**src/rtl/wsfd_pkg.sv**
```systemverilog
// Package for the WebSocket frame deframer.
// Holds the parse phase type, the result word type and the opcode constants.
package wsfd_pkg;

  typedef enum logic [2:0] {
    PH_HDR0    = 3'd0,
    PH_HDR1    = 3'd1,
    PH_EXTLEN  = 3'd2,
    PH_MASKKEY = 3'd3,
    PH_PAYLOAD = 3'd4
  } phase_t;

  localparam logic [3:0] OP_BINARY = 4'd2;
  localparam logic [3:0] OP_CLOSE  = 4'd8;

  localparam logic [6:0] LEN7_EXT16 = 7'd126;
  localparam logic [6:0] LEN7_EXT64 = 7'd127;

  localparam logic [3:0] EXT16_BYTES = 4'd2;
  localparam logic [3:0] EXT64_BYTES = 4'd8;
  localparam logic [3:0] KEY_BYTES   = 4'd4;

  typedef struct packed {
    logic       valid;
    logic [7:0] payload_byte;
    logic       is_payload;
    logic [3:0] frame_opcode;
    logic       fin_bit;
    logic       frame_end;
    logic       deliver_binary;
    logic       close_request;
  } result_t;

endpackage

```
**src/rtl/wsfd_parse.sv**
```systemverilog
// Frame header parser and payload unmasker for the WebSocket frame deframer.
// Holds the per-frame state; depends on wsfd_pkg.
module wsfd_parse #(
  parameter int LENGTH_BITS = 64
) (
  input  logic              clk,
  input  logic              rst,
  input  logic              step,
  input  logic [7:0]        rx_byte,
  output wsfd_pkg::result_t res
);
  import wsfd_pkg::*;

  phase_t                 phase, phase_next;
  logic [3:0]             cur_opcode, cur_opcode_next;
  logic                   cur_fin, cur_fin_next;
  logic                   cur_masked, cur_masked_next;
  logic [3:0]             header_byte_count, header_byte_count_next;
  logic [LENGTH_BITS-1:0] remaining_length, remaining_length_next;
  logic [31:0]            mask_key, mask_key_next;
  logic [1:0]             mask_index, mask_index_next;

  logic                   len_ready;
  logic [LENGTH_BITS-1:0] len_new;
  logic [LENGTH_BITS-1:0] ext_len;
  logic [LENGTH_BITS-1:0] rem_dec;
  logic [3:0]             count_dec;
  logic                   zero_end;
  logic [7:0]             key_byte;

  assign count_dec = header_byte_count - 4'd1;
  assign rem_dec   = remaining_length - {{(LENGTH_BITS-1){1'b0}}, 1'b1};
  assign ext_len   = (|remaining_length[LENGTH_BITS-1:LENGTH_BITS-8]) ? '1 :
                     {remaining_length[LENGTH_BITS-9:0], rx_byte};

  always_comb begin
    unique case (mask_index)
      2'd0: key_byte = mask_key[31:24];
      2'd1: key_byte = mask_key[23:16];
      2'd2: key_byte = mask_key[15:8];
      2'd3: key_byte = mask_key[7:0];
    endcase
  end

  always_comb begin
    phase_next             = phase;
    cur_opcode_next        = cur_opcode;
    cur_fin_next           = cur_fin;
    cur_masked_next        = cur_masked;
    header_byte_count_next = header_byte_count;
    remaining_length_next  = remaining_length;
    mask_key_next          = mask_key;
    mask_index_next        = mask_index;
    len_ready              = 1'b0;
    len_new                = '0;
    zero_end               = 1'b0;
    unique case (phase)
      PH_HDR1: begin
        cur_masked_next = rx_byte[7];
        if (rx_byte[6:0] == LEN7_EXT16 || rx_byte[6:0] == LEN7_EXT64) begin
          header_byte_count_next = (rx_byte[6:0] == LEN7_EXT16) ? EXT16_BYTES : EXT64_BYTES;
          remaining_length_next  = '0;
          phase_next             = PH_EXTLEN;
        end else begin
          len_ready = 1'b1;
          len_new   = LENGTH_BITS'(rx_byte[6:0]);
        end
      end
      PH_EXTLEN: begin
        remaining_length_next  = ext_len;
        header_byte_count_next = count_dec;
        if (count_dec == 4'd0) begin
          len_ready = 1'b1;
          len_new   = ext_len;
        end
      end
      PH_MASKKEY: begin
        mask_key_next          = {mask_key[23:0], rx_byte};
        header_byte_count_next = count_dec;
        if (count_dec == 4'd0) begin
          mask_index_next = 2'd0;
          if (remaining_length == '0) begin
            phase_next = PH_HDR0;
            zero_end   = 1'b1;
          end else begin
            phase_next = PH_PAYLOAD;
          end
        end
      end
      PH_PAYLOAD: begin
        mask_index_next       = mask_index + 2'd1;
        remaining_length_next = rem_dec;
        if (rem_dec == '0) begin
          phase_next = PH_HDR0;
        end
      end
      default: begin
        cur_fin_next    = rx_byte[7];
        cur_opcode_next = rx_byte[3:0];
        phase_next      = PH_HDR1;
      end
    endcase
    if (len_ready) begin
      remaining_length_next = len_new;
      if (cur_masked_next) begin
        phase_next             = PH_MASKKEY;
        header_byte_count_next = KEY_BYTES;
        mask_key_next          = '0;
      end else begin
        mask_index_next = 2'd0;
        if (len_new == '0) begin
          phase_next = PH_HDR0;
          zero_end   = 1'b1;
        end else begin
          phase_next = PH_PAYLOAD;
        end
      end
    end
  end

  always_comb begin
    res              = '0;
    res.frame_opcode = cur_opcode;
    res.fin_bit      = cur_fin;
    if (phase == PH_PAYLOAD) begin
      res.valid        = 1'b1;
      res.is_payload   = 1'b1;
      res.payload_byte = rx_byte ^ (cur_masked ? key_byte : 8'd0);
      res.frame_end    = (rem_dec == '0);
    end else if (zero_end) begin
      res.valid     = 1'b1;
      res.frame_end = 1'b1;
    end
    res.deliver_binary = res.frame_end && (cur_opcode == OP_BINARY);
    res.close_request  = res.frame_end && (cur_opcode == OP_CLOSE);
  end

  always_ff @(posedge clk) begin
    if (rst) begin
      phase             <= PH_HDR0;
      cur_opcode        <= '0;
      cur_fin           <= 1'b0;
      cur_masked        <= 1'b0;
      header_byte_count <= '0;
      remaining_length  <= '0;
      mask_key          <= '0;
      mask_index        <= '0;
    end else if (step) begin
      phase             <= phase_next;
      cur_opcode        <= cur_opcode_next;
      cur_fin           <= cur_fin_next;
      cur_masked        <= cur_masked_next;
      header_byte_count <= header_byte_count_next;
      remaining_length  <= remaining_length_next;
      mask_key          <= mask_key_next;
      mask_index        <= mask_index_next;
    end
  end

endmodule

```
**src/rtl/websocket_frame_deframer.sv**
```systemverilog
// WebSocket frame deframer, top level: input word register, parser, result register.
// Each accepted word is held in the input register until the result register can take its result.
// Throughput: one word per cycle; the parser state updates as each word leaves
// the input register, and a held result only stalls the input while it waits.
// Reset (synchronous, active high) empties both registers and returns the
// parser to expect the first header byte of a frame. Depends on wsfd_pkg.
module websocket_frame_deframer #(
  parameter int LENGTH_BITS = 64
) (
  input  logic       clk,
  input  logic       rst,
  input  logic       in_valid,
  output logic       in_ready,
  input  logic [7:0] rx_byte,
  output logic       out_valid,
  input  logic       out_ready,
  output logic [7:0] payload_byte,
  output logic       is_payload,
  output logic [3:0] frame_opcode,
  output logic       fin_bit,
  output logic       frame_end,
  output logic       deliver_binary,
  output logic       close_request
);
  import wsfd_pkg::*;

  logic       in_full;
  logic [7:0] in_byte;
  logic       advance;
  result_t    res;

  assign advance  = in_full && (!out_valid || out_ready);
  assign in_ready = !in_full || advance;

  wsfd_parse #(
    .LENGTH_BITS(LENGTH_BITS)
  ) u_parse (
    .clk    (clk),
    .rst    (rst),
    .step   (advance),
    .rx_byte(in_byte),
    .res    (res)
  );

  always_ff @(posedge clk) begin
    if (rst) begin
      in_full <= 1'b0;
    end else if (in_ready) begin
      in_full <= in_valid;
    end
  end

  always_ff @(posedge clk) begin
    if (in_valid && in_ready) begin
      in_byte <= rx_byte;
    end
  end

  always_ff @(posedge clk) begin
    if (rst) begin
      out_valid <= 1'b0;
    end else if (!out_valid || out_ready) begin
      out_valid <= advance && res.valid;
    end
  end

  always_ff @(posedge clk) begin
    if (advance && res.valid) begin
      payload_byte   <= res.payload_byte;
      is_payload     <= res.is_payload;
      frame_opcode   <= res.frame_opcode;
      fin_bit        <= res.fin_bit;
      frame_end      <= res.frame_end;
      deliver_binary <= res.deliver_binary;
      close_request  <= res.close_request;
    end
  end

endmodule

```
**config.mk**
```make
export PLATFORM = sky130hd
export DESIGN_NAME = websocket_frame_deframer
export DESIGN_NICKNAME = d
export VERILOG_FILES = /design/src/rtl/wsfd_pkg.sv /design/src/rtl/wsfd_parse.sv /design/src/rtl/websocket_frame_deframer.sv
export SDC_FILE = /design/constraint.sdc
export NUM_CORES = 1
export LEC_CHECK = 0
export BUFFER_PORTS_ARGS = -buffer_cell sky130_fd_sc_hd__buf_2
export CAP_MARGIN = 20
export CORE_MARGIN = 4
export CORE_UTILIZATION = 35
export DETAILED_ROUTE_END_ITERATION = 10
export GPL_ROUTABILITY_DRIVEN = 0
export PLACE_DENSITY_LB_ADDON = 0.12
export SYNTH_ARGS = -nofsm -noshare
export SYNTH_HDL_FRONTEND = slang
export SYNTH_SLANG_ARGS = --single-unit
```
**constraint.sdc**
```tcl
create_clock -name clk -period 9.09 [get_ports clk]
set_clock_uncertainty 0.05 [all_clocks]
set_input_delay 1.818 -clock clk [delete_from_list [all_inputs] [get_ports clk]]
set_output_delay 1.818 -clock clk [all_outputs]
set_load 0.1 [all_outputs]
```
* After elaboration in Yosys (flattened, before gate mapping)
Index checks and enable logic that the tools add are counted.
W data, S select, Z words.
** Word-level totals
- Latch bits :: 0
- Input port bits :: 12
- Register bits :: 138
- RAM bits :: 0
- Memories kept :: 0
- Output and inout port bits :: 19
- ROM bits :: 0
- Word-level logic and storage cells :: 103
** Cells by class
- Div/mod/pow operators :: 0
- Bitwise logic cells :: 2
- Order comparisons :: 0
- Add/sub/neg operators :: 3
- Muxes and demuxes :: 43
- Equal/unequal tests :: 15
- Shift-type cells :: 0
- Multiply operators :: 0
- Reductions and logical operators :: 22
** Operators with widths (number)
- $mux W64 :: 4
- $logic_not A64 Y1 :: 3
- $pmux W64 S3 :: 1
- $pmux W64 S2 :: 1
- $mux W32 :: 3
- $sub A64 B1 Y64 const B :: 1
- $pmux W8 S4 :: 1
- $mux W3 :: 7
- $mux W4 :: 4
- $eq A7 B7 Y1 const B :: 2
- $mux W1 :: 13
- $pmux W3 S4 :: 1
- $ne A3 B1 Y1 const B :: 3
- $mux W8 :: 1
- $pmux W4 S2 :: 1
- $reduce_or A8 Y1 :: 1
- $xor A8 B8 Y8 :: 1
- $mux W7 :: 1
- $eq A3 B2 Y1 const B :: 2
- $mux W2 :: 3
- $logic_and A1 B1 Y1 :: 5
- $reduce_and A5 Y1 :: 1
- $eq A2 B2 Y1 const B :: 2
- $eq A4 B2 Y1 const B :: 1
- 19 further kinds :: 22

* Logic depth before layout (Yosys ltp)
Gate-level depths: netlist (run 1).
- Depth after elaboration :: 11
- Gate-level depth with buffers :: 12
- Depth with buffers taken out :: 11

* By module
From an unflattened synthesis (run 1), not the netlist that was laid out.
** Unflattened totals
- Cells, all modules :: 1104
- Area total of the unflattened synthesis :: 8449.4 µm²
** By module, submodules not included
- wsfd_parse :: sequential area each 2222.1 µm², area an instance 7596.0 µm², instances 1, cells each 1068
- websocket_frame_deframer :: sequential area each 790.8 µm², area an instance 853.3 µm², instances 1, cells each 36

* Least setup slack after synthesis (run 1)
No wires, ideal clock.
- Path type :: input port to output port
- Start :: in out_ready
- End :: out in_ready
- Stages on the path :: 1
- Setup slack :: 4583 ps
- Required time :: 7222 ps
- Arrival time :: 2639 ps
- Path buffers :: 0
- Path through :: nand3b_1
** On the way
- Cells in the longest elaborated chain, start to end :: 3
** Ends and longest elaborated chain
- from (decl) :: RTL line websocket_frame_deframer.sv:16 : input logic out_ready,
- $logic_or A1 B1 Y1 :: RTL line websocket_frame_deframer.sv:32 : assign advance = in_full && (!out_valid || out_ready);
- $logic_and A1 B1 Y1 :: RTL line websocket_frame_deframer.sv:32
- $logic_or A1 B1 Y1 :: RTL line websocket_frame_deframer.sv:33 : assign in_ready = !in_full || advance;
- to (decl) :: RTL line websocket_frame_deframer.sv:13 : output logic in_ready,
Every way passes these cells.

* Worst setup path after layout (run 1)
- Start :: reg u_parse.remaining_length[56]
- End :: reg payload_byte[2] (enable)
** On the way
- Cells in the longest elaborated chain, start to end :: 11
- Elaborated cells between the ends (all ways) :: 15
- Classes of those cells :: mux (11); reduce/logical (4)
** Ends and longest elaborated chain
- from (decl) :: RTL line wsfd_parse.sv:19 : logic [LENGTH_BITS-1:0] remaining_length, remaining_length_next;
- from (signal assigned) :: RTL line wsfd_parse.sv:154 : remaining_length <= remaining_length_next;
- $reduce_or A8 Y1 :: RTL line wsfd_parse.sv:33 : assign ext_len = (|remaining_length[LENGTH_BITS-1:LENGTH_BITS-8]) ? '1 :
- $mux W64 :: RTL line wsfd_parse.sv:33
- $mux W64 :: RTL line wsfd_parse.sv:72 : if (count_dec == 4'd0) begin
- $pmux W64 S2 :: RTL line wsfd_parse.sv:57 : unique case (phase)
- $logic_not A64 Y1 :: RTL line wsfd_parse.sv:111 : if (len_new == '0) begin
- $mux W1 :: RTL line wsfd_parse.sv:111
- $mux W1 :: RTL line wsfd_parse.sv:105 : if (cur_masked_next) begin
- $mux W1 (*) :: RTL line wsfd_parse.sv:103 : if (len_ready) begin
- $mux W1 (*) :: RTL line wsfd_parse.sv:130 : end else if (zero_end) begin
- $mux W1 (*) :: RTL line wsfd_parse.sv:125 : if (phase == PH_PAYLOAD) begin
- $logic_and A1 B1 Y1 (*) :: RTL line websocket_frame_deframer.sv:68 : if (advance && res.valid) begin
- to (signal assigned) :: RTL line websocket_frame_deframer.sv:69 : payload_byte <= res.payload_byte;
- to (decl) :: RTL line websocket_frame_deframer.sv:17 : output logic [7:0] payload_byte,
Every way passes the cells marked *; elsewhere a longest branch is shown, timed or not.
A chain may end at the register's enable or synchronous reset.

==> results of run 1 <==
[logic make-up (layout without fill, tap and decap cells)]
group / Yosys count / after routing
adder cells (fa/ha/maj): 9 / 9
AO/OA/AOI/OAI: 337 / 337
buffers and inverters: 100 / 87
AND/OR/NAND/NOR: 455 / 455
multiplexers: 6 / 6
flip-flops: 138 / 138
XOR/XNOR: 38 / 38
[metal layers]
| metal | GRT usage [%] | vias up |
|---|---|---|
| li1 | - | 3888 |
| met1 | 29.8 | 3809 |
| met2 | 30.7 | 201 |
| met3 | 3.32 | 23 |
| met4 | 4.69 | 0 |
| met5 | 0 | - |
[worst min path at each step]
stage | start | to | slack, ps | cells after the start
after CTS | u_parse.cur_fin$_SDFFE_PP0P_ | fin_bit$_DFFE_PP_ | 390 | 0
after detailed placement | u_parse.cur_fin$_SDFFE_PP0P_ | fin_bit$_DFFE_PP_ | 370 | 0
final | u_parse.cur_fin$_SDFFE_PP0P_ | fin_bit$_DFFE_PP_ | 390 | 0
after global placement | u_parse.cur_fin$_SDFFE_PP0P_ | fin_bit$_DFFE_PP_ | 370 | 0
after global routing | u_parse.cur_fin$_SDFFE_PP0P_ | fin_bit$_DFFE_PP_ | 410 | 0
after floorplan | u_parse.cur_fin$_SDFFE_PP0P_ | fin_bit$_DFFE_PP_ | 360 | 0
[stage by stage]
| stage | std cells | instance area [µm²] | util, % | power [W] |
|---|---|---|---|---|
| after global routing | 1383 | 9070 | 39.7 | 0.00198 |
| after CTS | 1383 | 9070 | 39.7 | 0.00189 |
| after global placement | 1351 | 8500 | 37.2 | 0.00121 |
| after detailed placement | 1351 | 8500 | 37.2 | 0.00120 |
| after floorplan | 1083 | 8190 | - | 0.00105 |
| final | 1383 | 9070 | 39.7 | 0.00189 |
[final cells by class]
type / instances / share of cell area, %
Clock inverter: 14 / 1.50
Timing Repair Buffer: 44 / 2.82
Clock buffer: 18 / 4.73
Sequential cell: 138 / 33.2
Multi-Input combinational cell: 845 / 52.9
Tap cell: 313 / 4.32
Inverter: 11 / 0.455
[flip-flops by register name, summed over array words and instances (netlist names), 2 cells and up]
signal / count
u_parse.mask_index: 2
u_parse.phase: 3
frame_opcode: 4
u_parse.mask_key: 32
u_parse.header_byte_count: 4
payload_byte: 8
in_byte: 8
u_parse.cur_opcode: 4
u_parse.remaining_length: 64
[synth_stat cells (all sizes together) (5+ instances only)]
library cell and number:
xnor2 17, and3 5, or3 13, nand2b 8, o41ai 11, nand2 163, inv 11, o211ai 9
xor2 21, a21oi 88, nor3 34, a222oi 8, a21o 7, edfxtp 25, o31ai 11, nand3 18
nand4 16, and2 5, nor2 126, or4 16, o21ai 139, clkbuf 76, dfxtp 113, ha 9
nor4 27, buf 13, mux2i 5, a22oi 24, a311oi 10
[cell usage in the layout (no fill, tap or decap), types with 4 or more instances in the layout]
cell / n
dfxtp_1: 113
inv_1: 11
a311oi_1: 10
and3_1: 5
a222oi_1: 8
nor3_1: 34
nor4_1: 19
or4_1: 11
a211oi_1: 4
nor4_4: 6
clkbuf_16: 17
inv_6: 6
mux2i_1: 5
nand4_1: 16
o221ai_1: 4
nand2_1: 162
ha_1: 9
o211ai_1: 9
xor2_1: 21
o21ai_0: 139
a21o_1: 7
buf_4: 14
o31ai_1: 11
edfxtp_1: 25
buf_2: 30
nand2b_1: 8
or3_1: 12
and2_1: 4
o41ai_1: 11
or4_4: 4
nor2_1: 124
nor3b_1: 4
xnor2_1: 17
nand3_1: 18
a22oi_1: 24
a21oi_1: 87
[power breakdown]
group | total (W) | internal, W | leakage [nW] | switching [W]
combinational | 0.000532 | 0.000169 | 1.67 | 0.000363
sequential | 0.000668 | 0.000639 | 1.16 | 0.0000287
clock | 0.000688 | 0.000383 | 0.269 | 0.000305
total | 0.00189 | 0.00119 | 3.10 | 0.000697
==> impl_results.md, run 1 <==
- Maxcap violations: 0
- Initial Util: a little over a third
- Reg2reg path depth: 10
- Final min period: around 4400 ps
- Top-area cell type share of the netlist area: roughly 28%
- Adder-Cell Fraction of Synth Area: about 1.4%
- Largest net degree at the start of global routing: around 110
- Final nets: 1,078
- Fraction of layout cells with a size suffix above 1: 9.44%
- Simple-gate area share of the yosys netlist: between 20% and 30%
- Cell Rows: 55
- RSZ-0062 raised after global routing: no
- CP cell instances: or3_1 > or3_1 > or4_2 > buf_4 > nor4b_1 > a311o_1 > and3_1 > a211oi_1 > nor2_1 > buf_4
- Slowest-stage cell, CP: nor4b_1
- Worst setup path endpoint: payload_byte[2]$_SDFFCE_PN0P_
- DRT met1 WL: ~13 mm
- Total GRT Usage: 20.1%
- Hold Vio Cnt, Final: 0
- Postcts setup bufs: 0
- WP buf/inv: 2
- Post-synthesis xor/xnor area fraction: ~4.1%
- Worst R2R Start: u_parse.remaining_length[56]$_SDFFE_PP0P_
- Reg-to-Reg End: payload_byte[2]$_SDFFCE_PN0P_
- Final wirelength: ~26 mm
- Cts hold-fix bufs: 0
- Worst reg2reg setup slack: around 4700 ps
- CTS tree: built
- Post-Syn Area: 8190 µm²
- Netlist cell types: 65
- First drt pass iteration count: 5
- Residual DRC count: 0
- Initial antenna violation count: 0
- Crit Path Class: flip-flop to flip-flop
- GRT overflow: 0
- Insertion delay to the later sink of the worst-skew pair: 420 ps
- Final Setup Violations: 0
- Rel. slew slack: just under 30%
- Crit path launch type: flip-flop
- First-pass GRT wire length: 42.5 mm
- Io pins: 31
- Hold crit path type: flip-flop to flip-flop
- Worst Tran Pin Value: between 1000 and 1500 ps
- Final worst path period share: around half
- Vias in the first global route: between 7k and 8k
- Dpl ws: ~4800 ps
- Hold slack final: about 390 ps
- CP Depth: 10
- Yosys reg bits: between 100 and 150
- Die width: between 150 and 200 µm
- Routed vias: ~8k
- Setup crit end kind: flip-flop
- Yosys warns: 0
- Register area share after synthesis: between 30% and 40%
- Iteration-0 DRC count of the detailed router: around 790
- DR top layer: met4
- Outcome: finished clean
- Routed len/inst: 18.9 µm
- Mapped Cells: 1,083
- Post-Syn Nets: 1,104
- Die area: 25,900 µm²
- Port buffer count: 30
- HPWL after DPL: around 17 mm
- TritonCTS Sinks: around 140
- Largest family of logic cells by synthesized area: simple AND/OR/NAND/NOR gates
- Top cells by area, synth: dfxtp_1 28%, edfxtp_1 9.2%, o21ai_0 8.5%
- Compound-Gate Fraction of Synth Area: around 25%
- FMAX: ~230 MHz
- P_leak: slightly above 3 nW
- Vias per cell: around 5.7
- Core ar.: around 23,000 µm²
- Final ANT Viol Nets: 0
- Worst VDD drop: about 0.11 mV
- Multi-input combinational cell area: ~4800 µm²
- Arr. time, crit path: between 4000 and 5000 ps
- Area leader, netlist: dfxtp_1
- Post-route setup slack: between 4000 and 5000 ps
- Asr flop ratio synth: 0%
- P&R area growth vs syn: 10.6%
- Slew Limit Fails: 0
- TNS Setup: 0 ps
- CTS H-Tree Depth: 4
- PwrDens: around 210 nW/µm²
- Clock root buffer: clkbuf_16
- Filler cells: 2,403
- Worst setup path start: u_parse.remaining_length[56]$_SDFFE_PP0P_
- CP Max Fanout: 65
- CP top delay family: simple AND/OR/NAND/NOR gates
- Slowest stage delay, CP: 690 ps
- Die height: 161 µm
- Resized cells post-CTS: 0
- CTS buffer count: 17
- Post-synth EDFFs: 25
- Routed length on met3: about 1.1 mm
- CP Data Required Time: between 9000 and 10,000 ps
- Syn_area_per_cell: about 7.6 µm²
- Reg clk slew, reported paths: around 70 ps
- Top FF cell, synth: dfxtp_1
- Antenna cells: 0
- Met2 WL post-DR: approximately 12 mm
- Longest Clk Path Bufs: 2
- Post-synthesis mux area share: less than 1%
- Reg area: 3010 µm²
(Power assumes the default switching activity.)
==> inputs of run 2 (changes only) <==
--- a/config.mk
+++ b/config.mk
@@ -5,6 +5,7 @@
 export SDC_FILE = /design/constraint.sdc
 export NUM_CORES = 1
 export LEC_CHECK = 0
+export ABC_AREA = 1
 export BUFFER_PORTS_ARGS = -buffer_cell sky130_fd_sc_hd__buf_2
 export CAP_MARGIN = 20
 export CORE_MARGIN = 4
==> constraint.sdc (replaced) <==
create_clock -name clk -period 3.85 [get_ports clk]
set_clock_uncertainty 0.05 [all_clocks]
set_input_delay 0.77 -clock clk [delete_from_list [all_inputs] [get_ports clk]]
set_output_delay 0.77 -clock clk [all_outputs]
set_load 0.1 [all_outputs]
==> impl_results.md, run 2 <==
- CP Max Fanout: 18 (-72%)
- CP Data Required Time: 3930 ps (-5220 ps)
- Largest regs: u_parse.remaining_length: 64 flops, u_parse.mask_key: 32 flops
- Initial antenna violation count: 0 (unchanged)
- Vias in the first global route: 9,293 (+26%)
- GR peak layer: met2
- Final core utilization: 39.8% (+0.10 points)
- HPWL after DPL: 24.0 mm (+42%)
- P&R area growth vs syn: 12.0%
- Total GRT Usage: 22.9% (+2.7 points)
- Cell Rows: 59 (+7.3%)
- Die area: 29,100 µm² (+12%)
- Post-synthesis mux area share: 0% (-0.75 points)
- P_leak: 4.76 nW (+53%)
- Die height: 171 µm (+6.0%)
- Syn_area_per_cell: 6.07 µm² (-20%)
- Longest Clk Path Bufs: 2 (unchanged)
- Routed vias: 9,966 (+26%)
- Io pins: 31 (unchanged)
- Placement-stage cell area: 9750 µm² (+15%)
- Worst setup path start: u_parse.remaining_length[61]$_SDFFE_PP0P_
- Post-Syn Area: 9260 µm² (+13%)
- Worst R2R Start: u_parse.remaining_length[61]$_SDFFE_PP0P_
- Top FF cell, synth: dfxtp_1
- Final min period: 3240 ps (-1140 ps)
- CTS H-Tree Depth: 4 (unchanged)
- Postcts setup bufs: 0 (unchanged)
- Setup crit end kind: flip-flop
- Insertion delay to the later sink of the worst-skew pair: 450 ps (+30 ps)
- Top-area cell type share of the netlist area: 24.4% (-3.2 points)
- Compound-Gate Fraction of Synth Area: 16.9% (-7.9 points)
- Final ANT Viol Nets: 0 (unchanged)
- Cts hold-fix bufs: 0 (unchanged)
- Final Setup Violations: 0 (unchanged)
- Simple-gate area share of the yosys netlist: 39.9% (+13 points)
- FMAX: 309 MHz (+35%)
- Filler cells: 2,877 (+20%)
- Grt met1 use: 33.5% (+3.7 points)
- Hold crit path type: flip-flop to flip-flop
- Residual DRC count: 0 (unchanged)
- TNS Setup: 0 ps (unchanged)
- HP Start: u_parse.cur_fin$_SDFFE_PP0P_
- Met3 Usage GRT: 3.70% (+0.38 points)
- Reg clk slew, reported paths: 70 ps (about the same)
- Port buffer count: 30 (unchanged)
- Post-synth EDFFs: 25 (unchanged)
- CTS buffer count: 17 (unchanged)
- Reg-to-Reg End: deliver_binary$_DFFE_PP_
- Post-synth top cells: 467 x nand2_1, 276 x nor2_1, 136 x inv_1
- Slew Limit Fails: 0 (unchanged)
- Most frequent cells in the layout: 467 x nand2_1, 275 x nor2_1, 135 x inv_1
- TritonCTS Sinks: 138 (unchanged)
- Clock root buffer: clkbuf_16
- Yosys reg bits: 138 (unchanged)
- Hold Crit Depth: 0 (unchanged)
- Top-count cell post-synth: nand2_1
- Area leader, netlist: dfxtp_1
- Post-synthesis xor/xnor area fraction: 0.946% (-3.1 points)
- Top cells by area, synth: dfxtp_1 24%, nand2_1 19%, nor2_1 11%
- Rel. slew slack: 36.2% (+6.7 points)
- Crit Path Class: flip-flop to flip-flop
- Die width: 171 µm (+6.0%)
- Resized cells post-CTS: 0 (unchanged)
- Yosys warns: 0 (unchanged)
- CTS tree: built
- Maxcap violations: 0 (unchanged)
- Vias per cell: 5.30 (-7.5%)
- Worst reg2reg setup slack: 610 ps (-4100 ps)
- Routed len/inst: 17.5 µm (-7.6%)
- Most flops, register: u_parse.remaining_length
- Initial Util: 35.5% (-0.34 points)
- Register area share after synthesis: 32.5% (-4.2 points)
- First drt pass iteration count: 5 (unchanged)
- Final worst path period share: 84.2% (+36 points)
- Core ar.: 26,100 µm² (+14%)
- Adder-Cell Fraction of Synth Area: 1.22% (-0.16 points)
- Final wirelength: 32.8 mm (+26%)
- Mapped Cells: 1,524 (+41%)
- Met2 usage: 34.9% (+4.2 points)
- Asr flop ratio synth: 0% (unchanged)
- Fraction of layout cells with a size suffix above 1: 8.09% (-1.4 points)
- GRT overflow: 0 (unchanged)
- RSZ-0062 raised after global routing: no
- First-pass GRT wire length: 52.6 mm (+24%)
- Crit path launch type: flip-flop
- Reg2reg path depth: 16 (+6)
- Worst Tran Pin Value: 956 ps (-100 ps)
- Largest register FFs: 64 (unchanged)
- Outcome: finished clean
- Netlist cell types: 41 (-37%)
- Largest family of logic cells by synthesized area: simple AND/OR/NAND/NOR gates
- PwrDens: 455 nW/µm² (+120%)
- Antenna cells: 0 (unchanged)
- Design Area, Final: 10,400 µm² (+14%)
- Final nets: 1,554 (+44%)
- Largest net degree at the start of global routing: 68 (-36%)
- Iteration-0 DRC count of the detailed router: 965 (+22%)
- Worst VDD drop: 0.240 mV (+120%)
- Hold Vio Cnt, Final: 0 (unchanged)
- Arr. time, crit path: 3320 ps (-1120 ps)
- Post-Syn Nets: 1,545 (+40%)
- Commonest non-fill, non-tap cell in the layout: nand2_1
- Worst hold endpoint: fin_bit$_DFFE_PP_
==> run 2: cells by family after synthesis <==
family,after synthesis
fa+ha+maj,9
flops,138
xor+xnor,10
buf+inv,205
simple gates,887
compound gates,275
==> run 2: power by group <==
group / internal, W / switching, W
Combinational: 0.000404 / 0.00104
Clock: 0.000886 / 0.000839
Sequential: 0.00150 / 0.0000438
==> run 2: how the worst max path moves through the flow <==
stage                                                to  cells after the start
after global routing               is_payload$_DFFE_PP_                     16
after floorplan                                in_ready                      1
final                          deliver_binary$_DFFE_PP_                     16
after detailed placement  payload_byte[3]$_SDFFCE_PN0P_                     16
after global placement    payload_byte[3]$_SDFFCE_PN0P_                     16
after CTS                     frame_opcode[3]$_DFFE_PP_                     16
==> run 2: layer usage <==
metal / share of wire [%] / wire [µm]
met1: 49 / 16100
met2: 43 / 14300
met3: 5.7 / 1860
met4: 1.8 / 607
met5: 0 / 0
==> run 2: final cells by class <==
type | instances | area [µm²] | area share (%)
Sequential cell | 138 | 3010 | 29.1
Clock inverter | 15 | 194 | 1.87
Timing Repair Buffer | 47 | 278 | 2.68
Multi-Input combinational cell | 1181 | 5480 | 52.9
Tap cell | 335 | 419 | 4.04
Clock buffer | 17 | 425 | 4.10
Inverter | 148 | 556 | 5.36
==> run 2: worst max-delay path: stages (launching register included) <==
cell     delay (ps)
dfxtp_1         340
inv_1            90
nand2_1          50
nor3_1          170
nand3_2         130
inv_1           540
a21oi_1         180
a22oi_1         250
nand2_1          80
nor2_1          100
nand3_1          80
nor2_1          230
nand3_1         100
nand2_1         100
nand2_1          90
inv_1            60
buf_4           250
==> run 2: metrics by stage <==
stage	instances	setup WS [ps]	total power, W	hold WS [ps]
floorplan	1524	1040	0.00259	353
CTS	1881	602	0.00473	389
global route	1881	194	0.00498	423
finish	1881	609	0.00471	386
detailed placement	1849	651	0.00299	369
global placement	1849	674	0.00299	369
==> inputs of run 3 (changes only) <==
--- a/config.mk
+++ b/config.mk
@@ -5,7 +5,7 @@
 export SDC_FILE = /design/constraint.sdc
 export NUM_CORES = 1
 export LEC_CHECK = 0
-export ABC_AREA = 1
+export ABC_AREA = 0
 export BUFFER_PORTS_ARGS = -buffer_cell sky130_fd_sc_hd__buf_2
 export CAP_MARGIN = 20
 export CORE_MARGIN = 4
==> constraint.sdc (replaced) <==
create_clock -name clk -period 3 [get_ports clk]
set_clock_uncertainty 0.05 [all_clocks]
set_input_delay 0.6 -clock clk [delete_from_list [all_inputs] [get_ports clk]]
set_output_delay 0.6 -clock clk [all_outputs]
set_load 0.1 [all_outputs]
==> impl_results.md, run 3 (synthesis gave the netlist of run 1 again) <==
- HPWL after DPL: 19.8 mm (-17%)
- Switching Share: 35.2% (-5.5 points)
- Residual DRC count: 0 (unchanged)
- Placement-stage cell area: 9750 µm² (about the same)
- Worst setup path start: u_parse.remaining_length[7]$_SDFFE_PP0P_
- Initial Util: 35.9% (+0.34 points)
- TNS Setup: -933 ps (-933 ps)
- CP cell instances: or4_4 > or4_4 > or3_4 > xor2_1 > nand3_1 > or4_4 > nor4_4 > a32oi_1 > o31a_1
- First drt pass iteration count: 7 (+2)
- Total chip power: 0.00635 W (+35%)
- Outcome: finished with violations
- Clock group share of total power: 33.8% (-2.8 points)
- GR peak layer: met2
- Vias in the first global route: 8,306 (-11%)
- Total GRT Usage: 22.2% (-0.71 points)
- Io pins: 31 (unchanged)
- Core ar.: 22,800 µm² (-12%)
- Initial antenna violation count: 0 (unchanged)
- Failing checks: negative setup slack
- Clock root buffer: clkbuf_16
- Final wirelength: 28.9 mm (-12%)
- Worst R2R Start: u_parse.remaining_length[7]$_SDFFE_PP0P_
- Routed vias: 8,694 (-13%)
- Fraction of layout cells with a size suffix above 1: 22.9% (+15 points)
- Vias per cell: 5.63 (+6.3%)
- Internal: 0.00411 W (+47%)
- Reg area: 3020 µm² (about the same)
- Commonest non-fill, non-tap cell in the layout: buf_4
- Final worst path period share: 110% (+26 points)
- P_leak: 3.98 nW (-16%)
- Post-route setup slack: -299 ps (-908 ps)
- Rel. slew slack: 55.5% (+19 points)
- CTS buffer count: 17 (unchanged)
- Most flops, register: u_parse.remaining_length
- Largest regs: u_parse.remaining_length: 64 flops, u_parse.mask_key: 32 flops
- Final min period: 3300 ps (+57.7 ps)
- Sequential share of power: 31.3% (-1.5 points)
- Crit-path most repeated cell: or4_4
- CP Data Required Time: 3270 ps (-660 ps)
- Reg-to-Reg End: u_parse.phase[2]$_SDFFE_PP0P_
- Routed len/inst: 18.7 µm (+7.1%)
- TritonCTS Sinks: 138 (unchanged)
- Insertion delay to the later sink of the worst-skew pair: 430 ps (-20 ps)
- Die height: 161 µm (-5.6%)
- Worst Tran Pin Value: 667 ps (-290 ps)
- HP Start: rx_byte[1]
- Die width: 161 µm (-5.6%)
- P&R area growth vs syn: 27.7%
- Slowest-stage cell, CP: or4_4
- Grt met1 use: 31.6% (-1.9 points)
- Cts hold-fix bufs: 0 (unchanged)
- Crit path launch type: flip-flop
- First-pass GRT wire length: 46.4 mm (-12%)
- Antenna cells: 0 (unchanged)
- Dpl ws: -464 ps (-1110 ps)
- Reg clk slew, reported paths: 60 ps (about the same)
- Arr. time, crit path: 3570 ps (+250 ps)
- Logic gate share of total power: 34.9% (+4.3 points)
- Hold crit path type: input pin to flip-flop
- Largest register FFs: 64 (unchanged)
- WP buf/inv: 0 (-4)
- Setup crit end kind: flip-flop
- Hold Vio Cnt, Final: 0 (unchanged)
- Port buffer count: 30 (unchanged)
- Filler cells: 2,332 (-19%)
- Crit Path Class: flip-flop to flip-flop
- RSZ-0062 raised after global routing: yes
- CTS tree: built
- Slew Limit Fails: 0 (unchanged)
- CP Max Fanout: 3 (-15)
- GRT overflow: 0 (unchanged)
- CTS H-Tree Depth: 4 (unchanged)
- Met3 Usage GRT: 3.24% (-0.46 points)
- Reg2reg path depth: 9 (-7)
- CP Depth: 9 (-7)
- PwrDens: 607 nW/µm² (+33%)
- Final Setup Violations: 4 (+4)
- FMAX: 303 MHz (-1.8%)
- Largest net degree at the start of global routing: 65 (-4.4%)
- Hold slack final: 293 ps (-93.9 ps)
- Worst reg2reg setup slack: -300 ps (-910 ps)
- Maxcap violations: 0 (unchanged)
- Cell Rows: 55 (-6.8%)
- Multi-input combinational cell area: 4930 µm² (-10%)
- Longest Clk Path Bufs: 2 (unchanged)
- Design Area, Final: 10,500 µm² (+0.93%)
- Switching power: 0.00224 W (+17%)
- Worst VDD drop: 0.292 mV (+22%)
- Final nets: 1,239 (-20%)
- Worst setup path endpoint: u_parse.phase[2]$_SDFFE_PP0P_
- Final ANT Viol Nets: 0 (unchanged)
- Slowest stage delay, CP: 570 ps (+30 ps)
- Met2 usage: 34.4% (-0.51 points)
- CP top delay family: simple AND/OR/NAND/NOR gates
- Iteration-0 DRC count of the detailed router: 940 (-2.6%)
- Die area: 25,900 µm² (-11%)
- Most frequent cells in the layout: 170 x buf_4, 162 x nand2_1, 139 x o21ai_0
-- run 3: cell count changes in the layout (fill, tap and decap cells not counted), moves of 17 or more --
cell,previous run,this run
inv_1,135,11
nand3_1,51,18
a22oi_1,3,24
nor2_1,275,123
o21ai_0,110,139
buf_4,17,170
xor2_1,4,21
nand2_1,467,162
-- run 3: power groups by stage --
stage               Sequential [W]  Clock (W)  Combinational (W)
floorplan                  0.00204          0            0.00116
global placement           0.00203          0            0.00210
detailed placement         0.00203          0            0.00209
CTS                        0.00199    0.00219            0.00216
global route               0.00199    0.00227            0.00241
finish                     0.00199    0.00215            0.00222
-- run 3: per-layer routing --
metal | vias to the layer above | part of all wire (%)
met5 | - | 0
met4 | 0 | 2.4
met3 | 54 | 4.6
met2 | 261 | 46
met1 | 4175 | 47
li1 | 4204 | -
-- run 3: timing repair --
action | in CTS | in global routing
buffers inserted | 3 | 1
pin swaps | 8 | 7
resized for setup | 10 | 11
cloned | 0 | 0
endpoints found under the setup margin | 4 | 21
-- run 3: metrics by stage --
step,utilization [%],instances
global route,45.8,1544
finish,45.8,1544
global placement,42.7,1508
floorplan,-,1083
detailed placement,42.7,1508
CTS,45.5,1543
-- run 3: area by class of cell --
type                    count  area share (%)
clock buffers              19            4.34
flip-flops and latches    138            28.8
clock inverters            13            1.21
multi-input cells         845            47.1
well taps                 313            3.74
repair buffers            205            14.4
inverters                  11           0.395
-- run 3: how the worst min path moves through the flow --
stage	end	slack (ps)	cells after the start
global route	in_byte[7]$_DFFE_PP_	280	1
detailed placement	fin_bit$_DFFE_PP_	390	0
CTS	in_byte[0]$_DFFE_PP_	280	1
global placement	fin_bit$_DFFE_PP_	370	0
floorplan	fin_bit$_DFFE_PP_	360	0
finish	in_byte[1]$_DFFE_PP_	290	1
